$ cat src/rtl/gpcb_pkg.sv
package gpcb_pkg;

  // Fixed field widths of the ports
  localparam int CELL_W    = 16;
  localparam int CFG_W     = 7;
  localparam int CFG_IDX_W = 1;
  localparam int RES_ROW_W = 6;
  localparam int RES_COL_W = 6;

  // Configuration register indexes
  localparam logic [CFG_IDX_W-1:0] REG_NUM_ROWS = 1'b0;
  localparam logic [CFG_IDX_W-1:0] REG_NUM_COLS = 1'b1;

  // Reset value of both grid dimensions
  localparam logic [CFG_W-1:0] DIM_RESET = 7'd64;

  // Status from the search sequencer to the top level
  typedef struct packed {
    logic busy;
    logic done;
  } gpcb_status_t;

  // One search result
  typedef struct packed {
    logic                 found;
    logic [RES_ROW_W-1:0] peak_row;
    logic [RES_COL_W-1:0] peak_col;
  } gpcb_result_t;

endpackage

$ cat src/rtl/gpcb_search.sv
module gpcb_search import gpcb_pkg::*; #(
  parameter int MAX_ROWS   = 64,
  parameter int MAX_COLS   = 64,
  parameter int VALUE_BITS = 16,
  localparam int ROW_W = (MAX_ROWS > 1) ? $clog2(MAX_ROWS) : 1,
  localparam int RN_W  = $clog2(MAX_ROWS + 1),
  localparam int COL_W = (MAX_COLS > 1) ? $clog2(MAX_COLS) : 1,
  localparam int CN_W  = $clog2(MAX_COLS + 1),
  localparam int DEPTH = MAX_ROWS * MAX_COLS,
  localparam int AW    = (DEPTH > 1) ? $clog2(DEPTH) : 1
) (
  input  logic                  clk,
  input  logic                  rst,
  input  logic                  start,
  input  logic [RN_W-1:0]       rows,
  input  logic [CN_W-1:0]       cols,
  input  logic                  res_ack,
  output gpcb_status_t          status,
  output gpcb_result_t          result,
  output logic                  rd_en,
  output logic [AW-1:0]         rd_addr,
  input  logic [VALUE_BITS-1:0] rd_data
);

  typedef enum logic [2:0] {
    S_IDLE,
    S_SETUP,
    S_SCAN,
    S_SCAN_END,
    S_LEFT,
    S_RIGHT,
    S_DECIDE,
    S_DONE
  } state_t;

  state_t                state;
  logic [CN_W-1:0]       lo;
  logic [CN_W-1:0]       hi_x;
  logic [COL_W-1:0]      mid;
  logic [ROW_W-1:0]      row_cnt;
  logic [VALUE_BITS-1:0] best;
  logic [ROW_W-1:0]      best_row;
  logic                  gt_left;
  logic                  lt_left;

  logic [VALUE_BITS-1:0] cmp_a;
  logic [VALUE_BITS-1:0] cmp_b;
  logic                  cmp_gt;
  logic                  cmp_lt;
  logic [ROW_W-1:0]      scan_row;
  logic                  last_row;
  logic                  take;
  logic                  left_ok;
  logic                  right_ok;
  logic [COL_W-1:0]      left_col;
  logic [COL_W-1:0]      right_col;
  logic [CN_W-1:0]       span;
  logic [COL_W-1:0]      mid_calc;
  logic [31:0]           row_ext;
  logic [31:0]           col_ext;

  function automatic logic [AW-1:0] cell_addr(input logic [ROW_W-1:0] r,
                                              input logic [COL_W-1:0] c);
    cell_addr = AW'(r) * AW'(MAX_COLS) + AW'(c);
  endfunction

  // Shared magnitude compare: scan feeds new data against the best so far,
  // the neighbor steps feed the best against the neighbor
  always_comb begin
    if (state == S_SCAN || state == S_SCAN_END) begin
      cmp_a = rd_data;
      cmp_b = best;
    end else begin
      cmp_a = best;
      cmp_b = rd_data;
    end
    cmp_gt = cmp_a > cmp_b;
    cmp_lt = cmp_a < cmp_b;
  end

  // Row whose data is on the read port during the scan
  assign scan_row = (state == S_SCAN_END) ? row_cnt : row_cnt - 1'b1;
  assign last_row = RN_W'(row_cnt) == rows - 1'b1;
  assign take     = (scan_row == '0) || cmp_gt;

  // Neighbor columns; a missing neighbor at an edge counts as smaller than any value
  assign left_ok   = mid != '0;
  assign right_ok  = ((CN_W + 1)'(mid) + 1'b1) < (CN_W + 1)'(cols);
  assign left_col  = left_ok ? mid - 1'b1 : mid;
  assign right_col = right_ok ? mid + 1'b1 : mid;

  // Midpoint of the half-open range [lo, hi_x)
  assign span     = hi_x - lo - 1'b1;
  assign mid_calc = COL_W'(lo + (span >> 1));

  assign row_ext = 32'(best_row);
  assign col_ext = 32'(mid);

  // Memory read requests
  always_comb begin
    rd_en = (state == S_SCAN) || (state == S_LEFT) || (state == S_RIGHT);
    case (state)
      S_SCAN:  rd_addr = cell_addr(row_cnt, mid);
      S_LEFT:  rd_addr = cell_addr(best_row, left_col);
      default: rd_addr = cell_addr(best_row, right_col);
    endcase
  end

  assign status.busy = state != S_IDLE;
  assign status.done = state == S_DONE;

  // Sequencer
  always_ff @(posedge clk) begin
    if (rst) begin
      state <= S_IDLE;
    end else begin
      case (state)
        S_IDLE: begin
          if (start) begin
            lo    <= '0;
            hi_x  <= cols;
            state <= S_SETUP;
          end
        end
        S_SETUP: begin
          if (lo < hi_x) begin
            mid     <= mid_calc;
            row_cnt <= '0;
            state   <= S_SCAN;
          end else begin
            result <= '0;
            state  <= S_DONE;
          end
        end
        S_SCAN: begin
          if (row_cnt != '0 && take) begin
            best     <= rd_data;
            best_row <= scan_row;
          end
          if (last_row) begin
            state <= S_SCAN_END;
          end else begin
            row_cnt <= row_cnt + 1'b1;
          end
        end
        S_SCAN_END: begin
          if (take) begin
            best     <= rd_data;
            best_row <= scan_row;
          end
          state <= S_LEFT;
        end
        S_LEFT: begin
          state <= S_RIGHT;
        end
        S_RIGHT: begin
          gt_left <= !left_ok || cmp_gt;
          lt_left <= left_ok && cmp_lt;
          state   <= S_DECIDE;
        end
        S_DECIDE: begin
          if (gt_left && (!right_ok || cmp_gt)) begin
            result.found    <= 1'b1;
            result.peak_row <= row_ext[RES_ROW_W-1:0];
            result.peak_col <= col_ext[RES_COL_W-1:0];
            state           <= S_DONE;
          end else if (lt_left) begin
            hi_x  <= CN_W'(mid);
            state <= S_SETUP;
          end else begin
            lo    <= CN_W'(mid) + 1'b1;
            state <= S_SETUP;
          end
        end
        S_DONE: begin
          if (res_ack) begin
            state <= S_IDLE;
          end
        end
        default: begin
          state <= S_IDLE;
        end
      endcase
    end
  end

endmodule
$ cat config.mk
export PLATFORM = sky130hd
export DESIGN_NAME = gpcb_search
export DESIGN_NICKNAME = d
export VERILOG_FILES = /design/src/rtl/gpcb_pkg.sv /design/src/rtl/gpcb_search.sv
export SDC_FILE = /design/constraint.sdc
export NUM_CORES = 1
export LEC_CHECK = 0
export BUFFER_PORTS_ARGS = -buffer_cell sky130_fd_sc_hd__buf_2
export CORE_UTILIZATION = 50
export CTS_BUF_LIST = sky130_fd_sc_hd__clkbuf_4
export DETAILED_ROUTE_END_ITERATION = 7
export PLACE_DENSITY = 0.71
export SLEW_MARGIN = 5
export SYNTH_ARGS = -nofsm -noshare
export SYNTH_HDL_FRONTEND = slang
export SYNTH_SLANG_ARGS = --single-unit
$ cat constraint.sdc
create_clock -name clk -period 4.9 [get_ports clk]
set_input_delay 0.98 -clock clk [delete_from_list [all_inputs] [get_ports clk]]
set_output_delay 0.98 -clock clk [all_outputs]
set_load 0.02 [all_outputs]
; Word level (Yosys, flattened, before mapping)
; Index checks and enable logic that the tools add are counted.
; W data, S select, Z words.
[word_totals]
regBits = 66
inputBits = 34
output_inout_bits = 28
word_cells = 110
[classes]
n_addsub = 13
n_lt_le_gt_ge = 4
n_eq_ne = 20
muxes = 32
bitwise_logic = 1
n_reduce_logical = 28
[ops]
columns = op, n
row1 = $mux W16, 4
row2 = $mux W6, 7
row3 = $mux W7, 6
row4 = $add A12 B6 Y12, 3
row5 = $pmux W16 S2, 1
row6 = $pmux W7 S2, 2
row7 = $mux W13, 2
row8 = $pmux W13 S2, 1
row9 = $pmux W12 S2, 1
row10 = $pmux W3 S8, 1
row11 = $pmux W6 S2, 2
row12 = $ne A2 B2 Y1 const B, 11
row13 = $gt A16 B16 Y1, 1
row14 = $lt A16 B16 Y1, 1
row15 = $mux W3, 5
row16 = $add A6 B1 Y7 const B, 2
row17 = $lt A7 B7 Y1, 2
row18 = $sub A7 B1 Y7 const B, 2
row19 = $add A6 B1 Y6 const B, 2
row20 = $eq A3 B3 Y1 const B, 4
row21 = $reduce_and A4 Y1, 3
row22 = $reduce_bool A6 Y1, 2
row23 = $sub A6 B1 Y6 const B, 2
row24 = $reduce_and A5 Y1, 2
row25 = other kinds (16), 29

; Logic depth before layout (Yosys ltp)
; Gate-level depths: netlist (run 1).
[depth]
ltp_word = 8
mapped_depth = 13
depth_no_buf = 13

; Worst setup path after synthesis (run 1)
; No wires, ideal clock.
[synth_path]
kind = input to register
startpoint = input rd_data[0]
endpoint = register best[0], enable pin
setup_time_ns = 0.404
arrival_time_ns = 3.396
required_ns = 4.496
setup_slack_ns = 1.100
path_stages = 7
path_buffers = 0
cell_sequence = nor2b_1 -> maj3_2 -> maj3_2 -> maj3_2 -> a211oi_2 -> a21oi_1 -> o21ai_1
[synth_via]
elab_chain_cells = 6
elab_cells_between_ends = 8
cone_classes = 1 x order compare / 2 x eq/ne / 2 x mux / 3 x reduce/logical
[synth_rtl]
columns = element, line_no
row1 = from (decl), gpcb_search.sv:22  ; input logic [VALUE_BITS-1:0] rd_data
row2 = $mux W16, gpcb_search.sv:70  ; if (state == S_SCAN || state == S_SCAN_END) begin
row3 = $gt A16 B16 Y1 (*), gpcb_search.sv:77  ; cmp_gt = cmp_a > cmp_b;
row4 = $logic_or A1 B1 Y1 (*), gpcb_search.sv:84  ; assign take = (scan_row == '0) || cmp_gt;
row5 = $logic_and A1 B1 Y1, gpcb_search.sv:136  ; if (row_cnt != '0 && take) begin
row6 = $ne A2 B1 Y1 (no line), --
row7 = $reduce_and A4 Y1 (no line) (*), --
row8 = to (signal assigned), gpcb_search.sv:137  ; best <= rd_data;
row9 = to (signal assigned), gpcb_search.sv:148  ; best <= rd_data;
row10 = to (decl), gpcb_search.sv:41  ; logic [VALUE_BITS-1:0] best;
; Mark *: on every way between the ends. The rest lies on a longest branch, timed or not.
; A chain may end at the register's enable or synchronous reset.

; Worst setup path in the final report (run 1)
[layout_path]
startpoint = register mid[0]
endpoint = output rd_addr[5]
[layout_via]
elab_chain_cells = 5
elab_cells_between_ends = 11
cone_classes = 6 x add/sub / 1 x order compare / 3 x mux / 1 x reduce/logical
[layout_rtl]
columns = element, line_no
row1 = from (decl), gpcb_search.sv:39  ; logic [COL_W-1:0] mid;
row2 = from (signal assigned), gpcb_search.sv:127  ; mid <= mid_calc;
row3 = $add A6 B1 Y7, gpcb_search.sv:88  ; assign right_ok = ((CN_W + 1)'(mid) + 1'b1) < (CN_W + 1)'(cols);
row4 = $lt A7 B7 Y1, gpcb_search.sv:88
row5 = $mux W6, gpcb_search.sv:90  ; assign right_col = right_ok ? mid + 1'b1 : mid;
row6 = $add A12 B6 Y12, gpcb_search.sv:64  ; cell_addr = AW'(r) * AW'(MAX_COLS) + AW'(c);
row7 = $pmux W12 S2 (*), gpcb_search.sv:102  ; case (state)
row8 = to (decl), gpcb_search.sv:21  ; output logic [AW-1:0] rd_addr,
; Marks and branches as above.

==> flow_summary.json, run 1 <==
{
  "vias": 3754,
  "max_freq_ghz": 0.216,
  "yosysTopAreaCell": "edfxtp_1",
  "cts_htree_levels": 3,
  "grt_usage": 0.223,
  "p_sw_frac": 0.416,
  "antenna_found_initial": 0,
  "clk_pin_slew_worst_paths_ns": 0.13,
  "wl_per_cell_um": 15.5,
  "clockBufferDepth": 2,
  "synth_warnings": 0,
  "avgSynthCellArea_sq_um": 9.49,
  "p_sw_mw": 1.04,
  "fill_cells": 787,
  "diodes": 0,
  "drtAntennaViolNets": 0,
  "required_ns": 3.92,
  "power.internal_mw": 1.46,
  "cp-startpoint": "mid[0]",
  "final_nets": 617,
  "fin_crit_ns": 4.62,
  "fin_crit_sh": 0.943,
  "ff2ff_path_depth": 11,
  "dp_cells": 649,
  "postCtsHoldBufs": 0,
  "via_per_inst": 5.65,
  "r2r_start": "mid[0]",
  "place_area_sq_um": 5100,
  "grt_max_degree": 25,
  "final_cells": 665,
  "hold_class": "reg -> reg",
  "finalHoldViolCount": 0,
  "drv_cap": 0,
  "ys.flop_type": "edfxtp_1",
  "whs_ns": 0.588,
  "drv_slew": 0,
  "worstHoldEndpoint": "result[7]",
  "drc": 0,
  "leakage_nw": 2.26,
  "clock_skew_ns": 0.0129,
  "hpwlAfterDp_mm": 7.72,
  "syn_area_sq_um": 4690,
  "comb_power_share": 0.474,
  "cts_tree": "done",
  "rsz0062_at_grt": "no",
  "ys_seq_elements": 66,
  "worstSetupPathType": "reg -> out",
  "synth_most_common_cell": "edfxtp_1",
  "seqPwrFrac": 0.356,
  "grt_pass1_vias": 3679,
  "io_buffers": 61,
  "postCtsSetupRepairBufs": 0,
  "die_area_sq_um": 9770,
  "setup_viol": 0,
  "final_util": 0.591,
  "numCtsBuffers": 9,
  "synth.distinct_cells": 56,
  "clock_latency_ns": 0.43,
  "die_w_um": 98.8,
  "yosys-top-cells-area": "edfxtp_1 (40%), ha_1 (7.7%), xnor2_1 (6.0%), a21oi_1 (3.4%), inv_1 (3.4%)",
  "root_buffer": "clkbuf_4",
  "start_kind": "flip-flop",
  "synth-edff-count": 63,
  "ys_seq_area_frac": 0.416,
  "fin_setup_tns_ns": 0,
  "synth_nets": 559,
  "rows": 34,
  "reg2reg_slack_ns": 1.33,
  "ir_drop_mv": 0.195,
  "syn_inst": 494,
  "post-synth-top-area-fraction": 0.403,
  "fp.dieH_um": 98.8,
  "outcome": "finished clean",
  "min_from": "best_row[1]",
  "grt_pass1_wl_mm": 17.1,
  "synth.top_cells.by_count": "edfxtp_1 (63), inv_1 (42), nand2_1 (42), nor2_1 (33)",
  "async_reset_ff_frac": 0,
  "gr-total-overflow": 0,
  "hold_path_depth": 1,
  "cp-end-kind": "output port",
  "drt-initial-drc-count": 235,
  "wirelength_mm": 10.3,
  "power_per_cell_area_nw_per_um2": 474,
  "r2r_end": "lo[1]",
  "start_util": 0.527,
  "io-pin-count": 62,
  "critPathMaxFanout": 8,
  "drive_above_1_share": 0.171,
  "pwr-share-clk": 0.169,
  "core_area_sq_um": 8890,
  "worstMarginPinSlew_ns": 0.926,
  "worstPathArrival_ns": 3.64,
  "first_pass_iters": 6,
  "cts.sinks": 66,
  "cts_resized": 0,
  "slew-limit-headroom": 0.376,
  "place_congestion": 0.876,
  "areaGrowthSynthToFinish_pct": 12.1,
  "final_cell_area_sq_um": 5260
}
## registers in the layout, indices dropped and copies added, names as in the netlist
name / count
gt_left: 1
mid: 6
row_cnt: 6
best: 16
state: 3
best_row: 6
result: 13
lt_left: 1
hi_x: 7
lo: 7
## power groups by stage
stage | Clock (mW) | Sequential, mW | Combinational (mW)
3_5_place_dp | 0 | 0.899 | 1.16
2_1_floorplan | 0 | 0.834 | 0.906
3_3_place_gp | 0 | 0.897 | 1.15
5_1_grt | 0.449 | 0.906 | 1.31
6_report | 0.422 | 0.889 | 1.18
4_1_cts | 0.429 | 0.887 | 1.19
## cell type report
type / count / area, sq um / share of cell area
clock inverters: 7 / 93.8 / 0.0178
clock buffers: 9 / 67.6 / 0.0129
well taps: 108 / 135 / 0.0257
repair buffers: 67 / 350 / 0.0666
multi-input cells: 365 / 2500 / 0.475
inverters: 43 / 161 / 0.0307
flip-flops and latches: 66 / 1950 / 0.371
## worst max-delay path, cell delays in order (launching register included)
cell and delay, ns:
edfxtp_1 0.53, ha_1 0.31, nand3_1 0.16, inv_1 0.06
and3_1 0.18, ha_1 0.28, and2_1 0.17, a221o_1 0.32
a41oi_1 0.61, a21oi_1 0.15, nor3_1 0.19, a21oi_1 0.08
buf_2 0.17
## layout by cell type, fill, tap and decap left out, types with 4 or more instances in the layout
master,instances
or3_1,4
nor2b_1,15
a21oi_1,32
buf_4,6
o21bai_1,4
nor2_1,33
a21o_1,11
a31oi_1,6
nand2b_1,13
and2_1,6
nor3_1,13
clkbuf_4,9
xor2_1,16
inv_1,42
nand3_1,15
xnor2_1,32
buf_2,61
o21ai_0,16
maj3_1,5
nand2_1,42
and3_1,15
maj3_2,5
nand4_1,4
o211ai_1,4
ha_1,29
edfxtp_1,63
## cells by family (layout without fill, tap and decap cells)
kind of cell	Yosys count	in the layout	share of synthesized area
compound gates	103	103	0.144
xor+xnor	48	48	0.0896
fa+ha+maj	41	41	0.109
buf+inv	63	126	0.0520
flops	66	66	0.416
mux	2	2	0.00454
simple gates	171	171	0.185
## how the worst max path moves through the flow
stage	to	slack, ns
after floorplan	best[0]	1.10
after global placement	rd_addr[5]	0.84
after detailed placement	rd_addr[5]	0.78
after CTS	rd_addr[5]	0.31
after global routing	rd_addr[5]	0.08
final	rd_addr[5]	0.28
## through the flow
step	setup WS (ns)	total power, mW
floorplan	1.10	1.74
global placement	0.839	2.05
detailed placement	0.785	2.06
CTS	0.309	2.50
global route	0.0781	2.67
finish	0.279	2.49
## layer usage
layer,wire length (um),GRT usage
met1,4630,0.281
met2,5080,0.386
met3,425,0.0404
met4,170,0.0758
met5,0,0
No activity file was read; power rests on OpenSTA's default activity.
==> inputs of run 2 (changes only) <==
--- a/config.mk
+++ b/config.mk
@@ -10,6 +10,7 @@
 export CTS_BUF_LIST = sky130_fd_sc_hd__clkbuf_4
 export DETAILED_ROUTE_END_ITERATION = 7
 export PLACE_DENSITY = 0.71
+export RECOVER_POWER = 100
 export SLEW_MARGIN = 5
 export SYNTH_ARGS = -nofsm -noshare
 export SYNTH_HDL_FRONTEND = slang
==> constraint.sdc (replaced) <==
create_clock -name clk -period 4.9 [get_ports clk]
set_input_delay 0 -clock clk [delete_from_list [all_inputs] [get_ports clk]]
set_output_delay 0 -clock clk [all_outputs]
set_load 0.02 [all_outputs]
==> run 2 against run 1 <==
- the flow now finishes with violations (max-capacitance violations, max-slew violations)
- design area increased by 1.8%
- largest cell class unchanged
- die area unchanged
- setup slack improved by 0.48 ns
- via count rose by 3.2%
- core utilization rose by 1.1 points
- wire length up 5.2%
- clock skew increased by 0.0030 ns
- clock-buffer cell count is 1 higher
- hold slack lost 0.56 ns
- sequential cell count is the same
- global-route usage rose by 0.87 points
- critical path depth decreased by 6
==> flow_summary.json, run 2 (synthesized netlist as in run 1, its figures left out) <==
{
  "leakage_nw": 2.18,
  "clockBufferDepth": 2,
  "place_area_sq_um": 5090,
  "required_ns": 4.91,
  "ir_drop_mv": 0.198,
  "wl_per_cell_um": 15.8,
  "cts.sinks": 66,
  "diodes": 0,
  "hpwlAfterDp_mm": 8.10,
  "worstSetupPathType": "reg -> reg",
  "antenna_found_initial": 0,
  "grt_pass1_wl_mm": 17.8,
  "grt_pass1_vias": 3735,
  "whs_ns": 0.0259,
  "start_util": 0.527,
  "violations": "max-capacitance violations, max-slew violations",
  "drtAntennaViolNets": 0,
  "wl_met3_um": 681,
  "root_buffer": "clkbuf_4",
  "cts_tree": "done",
  "clock_skew_ns": 0.0159,
  "clk_pin_slew_worst_paths_ns": 0.11,
  "hold_class": "in -> reg",
  "cp-end-kind": "flip-flop",
  "start_kind": "flip-flop",
  "drv_slew": 8,
  "io-pin-count": 62,
  "rsz0062_at_grt": "no",
  "fin_setup_tns_ns": 0,
  "wl_met2_mm": 5.36,
  "power_per_cell_area_nw_per_um2": 446,
  "grt_usage": 0.232,
  "postCtsHoldBufs": 24,
  "max_freq_ghz": 0.241,
  "areaGrowthSynthToFinish_pct": 14.2,
  "fin_crit_sh": 0.846,
  "setup_viol": 0,
  "die_w_um": 98.8,
  "worstPathArrival_ns": 4.16,
  "drt-initial-drc-count": 307,
  "drc": 0,
  "final_nets": 640,
  "largest-register": "best",
  "slew-limit-headroom": -0.0607,
  "routed.top_layer": "met4",
  "met1_length_mm": 4.67,
  "worstMarginPinSlew_ns": 1.57,
  "vias": 3874,
  "final_cell_area_sq_um": 5350,
  "pre_cts_slack_ns": 1.38,
  "top_regs": "best: 16 flops, result: 13 flops",
  "postCtsSetupRepairBufs": 0,
  "mostFrequentLayoutCells": "edfxtp_1 (63), clkbuf_1 (48), inv_1 (42), nand2_1 (42), nor2_1 (33)",
  "layout_setup_ws_ns": 0.756,
  "numCtsBuffers": 9,
  "gr-total-overflow": 0,
  "drv_cap": 1,
  "place_congestion": 0.873,
  "cts_htree_levels": 3,
  "clock_latency_ns": 0.41,
  "grt_max_degree": 25,
  "first_pass_iters": 5,
  "core_area_sq_um": 8890,
  "die_area_sq_um": 9770,
  "critPathMaxFanout": 24,
  "drive_above_1_share": 0.0741,
  "via_per_inst": 5.63,
  "cts_resized": 0,
  "rows": 34,
  "largest_reg_flops": 16,
  "finalHoldViolCount": 0,
  "io_buffers": 61,
  "outcome": "finished, violations left",
  "fin_crit_ns": 4.14,
  "final_common_cell": "edfxtp_1",
  "wirelength_mm": 10.8,
  "fp.dieH_um": 98.8
}
run 2: cell types whose count changed in the layout (fill, tap and decap cells not counted), moves of 2 or more:
cell,previous run,this run
buf_2,61,17
buf_4,6,0
bufinv_16,2,0
clkbuf_1,0,48
dlygate4sd3_1,0,24
o21ai_0,16,18
run 2: final timing paths:
path | start | to | slack [ns] | cells past startpoint
setup / recovery | state[2] | hi_x[4] | 0.76 | 6
hold / removal | res_ack | state[0] | 0.03 | 4
setup reg to reg | state[2] | hi_x[4] | 0.76 | 6
hold reg to reg | best_row[0] | result[6] | 0.59 | 1
run 2: worst max-delay path: stages (launching register included):
cell and delay (ns):
dfxtp_1 0.85, nor2b_1 0.24, or4_1 0.55, o31ai_1 0.27
a211o_1 0.13, o21ai_0 0.29, o41ai_1 1.40
run 2: layout make-up:
| type | instances | area [sq um] |
|---|---|---|
| Clock inverter | 6 | 33.8 |
| Multi-Input combinational cell | 365 | 2490 |
| Clock buffer | 10 | 75.1 |
| Timing Repair Buffer | 90 | 510 |
| Sequential cell | 66 | 1950 |
| Inverter | 43 | 161 |
| Tap cell | 108 | 135 |
| Fill cell | 813 | 3540 |
run 2: where the power goes:
part	internal, mW	switching, mW	total, mW
Combinational	0.461	0.713	1.17
Clock	0.105	0.203	0.309
Sequential	0.772	0.133	0.905
run 2: per-layer routing:
metal / global-route usage / vias to the layer above
met3: 0.0411 / 15
li1: - / 1923
met4: 0.0666 / 0
met5: 0 / -
met1: 0.301 / 1806
met2: 0.398 / 130
run 2: metrics by stage:
stage / std cells / power (mW) / utilization
final: 688 / 2.39 / 0.602
after global routing: 688 / 2.57 / 0.602
after CTS: 688 / 2.43 / 0.612
after detailed placement: 648 / 2.10 / 0.572
after global placement: 648 / 2.07 / 0.572
after floorplan: 494 / 1.74 / -
==> inputs of run 3 (changes only) <==
--- a/config.mk
+++ b/config.mk
@@ -5,6 +5,7 @@
 export SDC_FILE = /design/constraint.sdc
 export NUM_CORES = 1
 export LEC_CHECK = 0
+export ABC_AREA = 1
 export BUFFER_PORTS_ARGS = -buffer_cell sky130_fd_sc_hd__buf_2
 export CORE_UTILIZATION = 50
 export CTS_BUF_LIST = sky130_fd_sc_hd__clkbuf_4
==> constraint.sdc (replaced) <==
create_clock -name clk -period 3.9 [get_ports clk]
set_input_delay 0 -clock clk [delete_from_list [all_inputs] [get_ports clk]]
set_output_delay 0 -clock clk [all_outputs]
set_load 0.02 [all_outputs]
==> run 3 against run 2 <==
- the flow now finishes without violations
- synthesized cell count grew 14%
- register-to-register slack got worse by 0.10 ns
- critical path type unchanged
- via count about the same
- critical endpoint is now lo[3]
==> flow_summary.json, run 3 <==
{
  "postCtsSetupRepairBufs": 0,
  "grt_pass1_wl_mm": 16.5,
  "start_util": 0.517,
  "synth.top_cells.by_count": "nand2_1 (119), inv_1 (112), nor2_1 (71), edfxtp_1 (63), ha_1 (29)",
  "avgSynthCellArea_sq_um": 8.03,
  "power_per_cell_area_nw_per_um2": 641,
  "setup_viol": 0,
  "via_per_inst": 5.01,
  "clockBufferDepth": 2,
  "rsz0062_at_grt": "no",
  "yosys-top-cells-area": "edfxtp_1 (42%), nand2_1 (9.9%), inv_1 (9.3%), ha_1 (8.0%), nor2_1 (5.9%)",
  "ys_seq_elements": 66,
  "slew-limit-headroom": 0.488,
  "rows": 34,
  "cp_slowest_cell": "a21oi_1",
  "synth_warnings": 0,
  "cp-end-kind": "flip-flop",
  "syn_inst": 564,
  "seqCellArea_sq_um": 1950,
  "vias": 3871,
  "wl_per_cell_um": 12.8,
  "path_cells": "clkinv_1 > ha_1 > ha_1 > nand3_1 > nand2_1 > nand4_1 > nand2_1 > clkbuf_1 > inv_1 > nand2_1 > nand2_1 > nand2_1 > a21oi_1",
  "drv_cap": 0,
  "drt-initial-drc-count": 205,
  "synth.distinct_cells": 37,
  "drive_above_1_share": 0.0557,
  "ys.flop_type": "edfxtp_1",
  "critPathMaxStageDelay_ns": 0.58,
  "place_congestion": 0.842,
  "r2r_end": "lo[3]",
  "wirelength_mm": 9.88,
  "place_area_sq_um": 4980,
  "grt_pass1_vias": 3691,
  "outcome": "finished clean",
  "ys_seq_area_frac": 0.431,
  "hold_class": "in -> reg",
  "whs_ns": 0.0579,
  "synth-xor-area-share": 0.0600,
  "synth-edff-count": 63,
  "drtAntennaViolNets": 0,
  "die_w_um": 97.2,
  "worstMarginPinSlew_ns": 0.765,
  "areaGrowthSynthToFinish_pct": 17.7,
  "clock_skew_ns": 0.0154,
  "largest-register": "best",
  "fin_setup_tns_ns": 0,
  "multi_input_area_sq_um": 2060,
  "drc": 0,
  "cts_tree": "done",
  "antenna_found_initial": 0,
  "hpwlAfterDp_mm": 7.67,
  "max_freq_ghz": 0.308,
  "final_cell_area_sq_um": 5330,
  "setup.worst_path.end": "lo[3]",
  "synthAdderAreaFrac": 0.0890,
  "synth_top_family_by_area": "simple AND/OR/NAND/NOR gates",
  "fill_cells": 805,
  "synthMuxAreaShare": 0,
  "syn_area_sq_um": 4530,
  "cp-startpoint": "mid[0]",
  "synth_nets": 629,
  "worstSetupPathType": "reg -> reg",
  "grt_usage": 0.219,
  "async_reset_ff_frac": 0,
  "fin_crit_ns": 3.25,
  "fp.dieH_um": 97.2,
  "cp_common_cell": "nand2_1",
  "io_buffers": 61,
  "post-synth-top-area-fraction": 0.418,
  "worstPathArrival_ns": 3.30,
  "io-pin-count": 62,
  "cts.sinks": 66,
  "largest_reg_flops": 16,
  "reg2reg_slack_ns": 0.65,
  "clock_latency_ns": 0.42,
  "final_common_cell": "nand2_1",
  "yosysTopAreaCell": "edfxtp_1",
  "fin_crit_sh": 0.833,
  "core_area_sq_um": 8760,
  "cts_htree_levels": 3,
  "gr-total-overflow": 0,
  "critPathMaxFanout": 13,
  "drv_slew": 0,
  "final_nets": 724,
  "required_ns": 3.96,
  "final_util": 0.608,
  "ff2ff_path_depth": 13,
  "leakage_nw": 2.52,
  "die_area_sq_um": 9440,
  "top_regs": "best: 16 flops, result: 13 flops",
  "finalHoldViolCount": 0,
  "ir_drop_mv": 0.272,
  "hold_path_depth": 5,
  "synth-simple-area-share": 0.217,
  "synth_compound_area_frac": 0.0951,
  "first_pass_iters": 4,
  "start_kind": "flip-flop",
  "synth_most_common_cell": "nand2_1",
  "r2r_start": "mid[0]",
  "root_buffer": "clkbuf_4",
  "mostFrequentLayoutCells": "nand2_1 (121), inv_1 (114), nor2_1 (72)",
  "numCtsBuffers": 9,
  "diodes": 0,
  "clk_pin_slew_worst_paths_ns": 0.11,
  "grt_max_degree": 26
}
[run 3: changes by cell type after synthesis, sizes merged, moves of 6 or more]
| cell | change |
|---|---|
| nor2 | +39 |
| xor2 | +10 |
| and3 | -15 |
| maj3 | -10 |
| nand2b | -13 |
| xnor2 | -27 |
| nand3 | +11 |
| nor2b | -15 |
| nor3 | -6 |
| clkbuf | -13 |
| inv | +73 |
| and2 | -6 |
| a21o | -11 |
| nand2 | +79 |
[run 3: layer usage]
metal,track usage,vias to the layer above,part of all wire
met4,0.0792,0,0.015
li1,-,2006,-
met3,0.0374,12,0.053
met5,0,-,0
met1,0.279,1755,0.47
met2,0.373,98,0.47
[run 3: report_power, final]
part           internal, mW  total [mW]  switching (mW)
Sequential             1.00        1.12           0.120
Combinational         0.586        1.71            1.12
Clock                 0.324       0.586           0.262
[run 3: stage by stage]
| step | setup slack, ns | std cells | power, mW |
|---|---|---|---|
| global placement | 0.965 | 730 | 2.84 |
| floorplan | 0.973 | 564 | 2.37 |
| global route | 0.300 | 772 | 3.69 |
| finish | 0.653 | 772 | 3.41 |
| CTS | 0.807 | 772 | 3.49 |
| detailed placement | 0.824 | 730 | 2.86 |
[run 3: final cells by class]
cell class	count	share of cell area
inverter	118	0.0862
sequential	66	0.366
clock inverter	7	0.0221
tap	108	0.0254
clock buffer	9	0.0127
multi-input combinational	372	0.387
timing repair buffer	92	0.100
[run 3: worst max-delay path: cells and delay by family, from the launching register on]
kind | cells | cell delay [ns]
adders and majority gates | 2 | 0.69
buffers and inverters | 3 | 0.61
AOI/OAI and AO/OA | 1 | 0.58
and+or+nand+nor | 7 | 0.55
DFF | 1 | 0.45
[run 3: worst min path at each step]
| stage | start | slack (ns) | end |
|---|---|---|---|
| 5_1_grt | start | 0.05 | state[0] |
| 2_1_floorplan | rd_data[0] | 0.1 | best[0] |
| 3_5_place_dp | rd_data[8] | 0.19 | best[8] |
| 6_report | start | 0.06 | state[0] |
| 4_1_cts | start | 0.04 | state[0] |
| 3_3_place_gp | rd_data[7] | 0.19 | best[7] |
[run 3: kinds of logic after synthesis]
| family | count (synthesis) |
|---|---|
| AOI/OAI and AO/OA | 73 |
| xor gates and xnor gates | 31 |
| adders and majority gates | 31 |
| buffers and inverters | 126 |
| DFF | 66 |
| and+or+nand+nor | 237 |
[run 3: what timing repair did]
action | in CTS | in global routing
gates resized for setup | 0 | 0
hold endpoints to repair | 28 | 0
hold buffers | 26 | 0
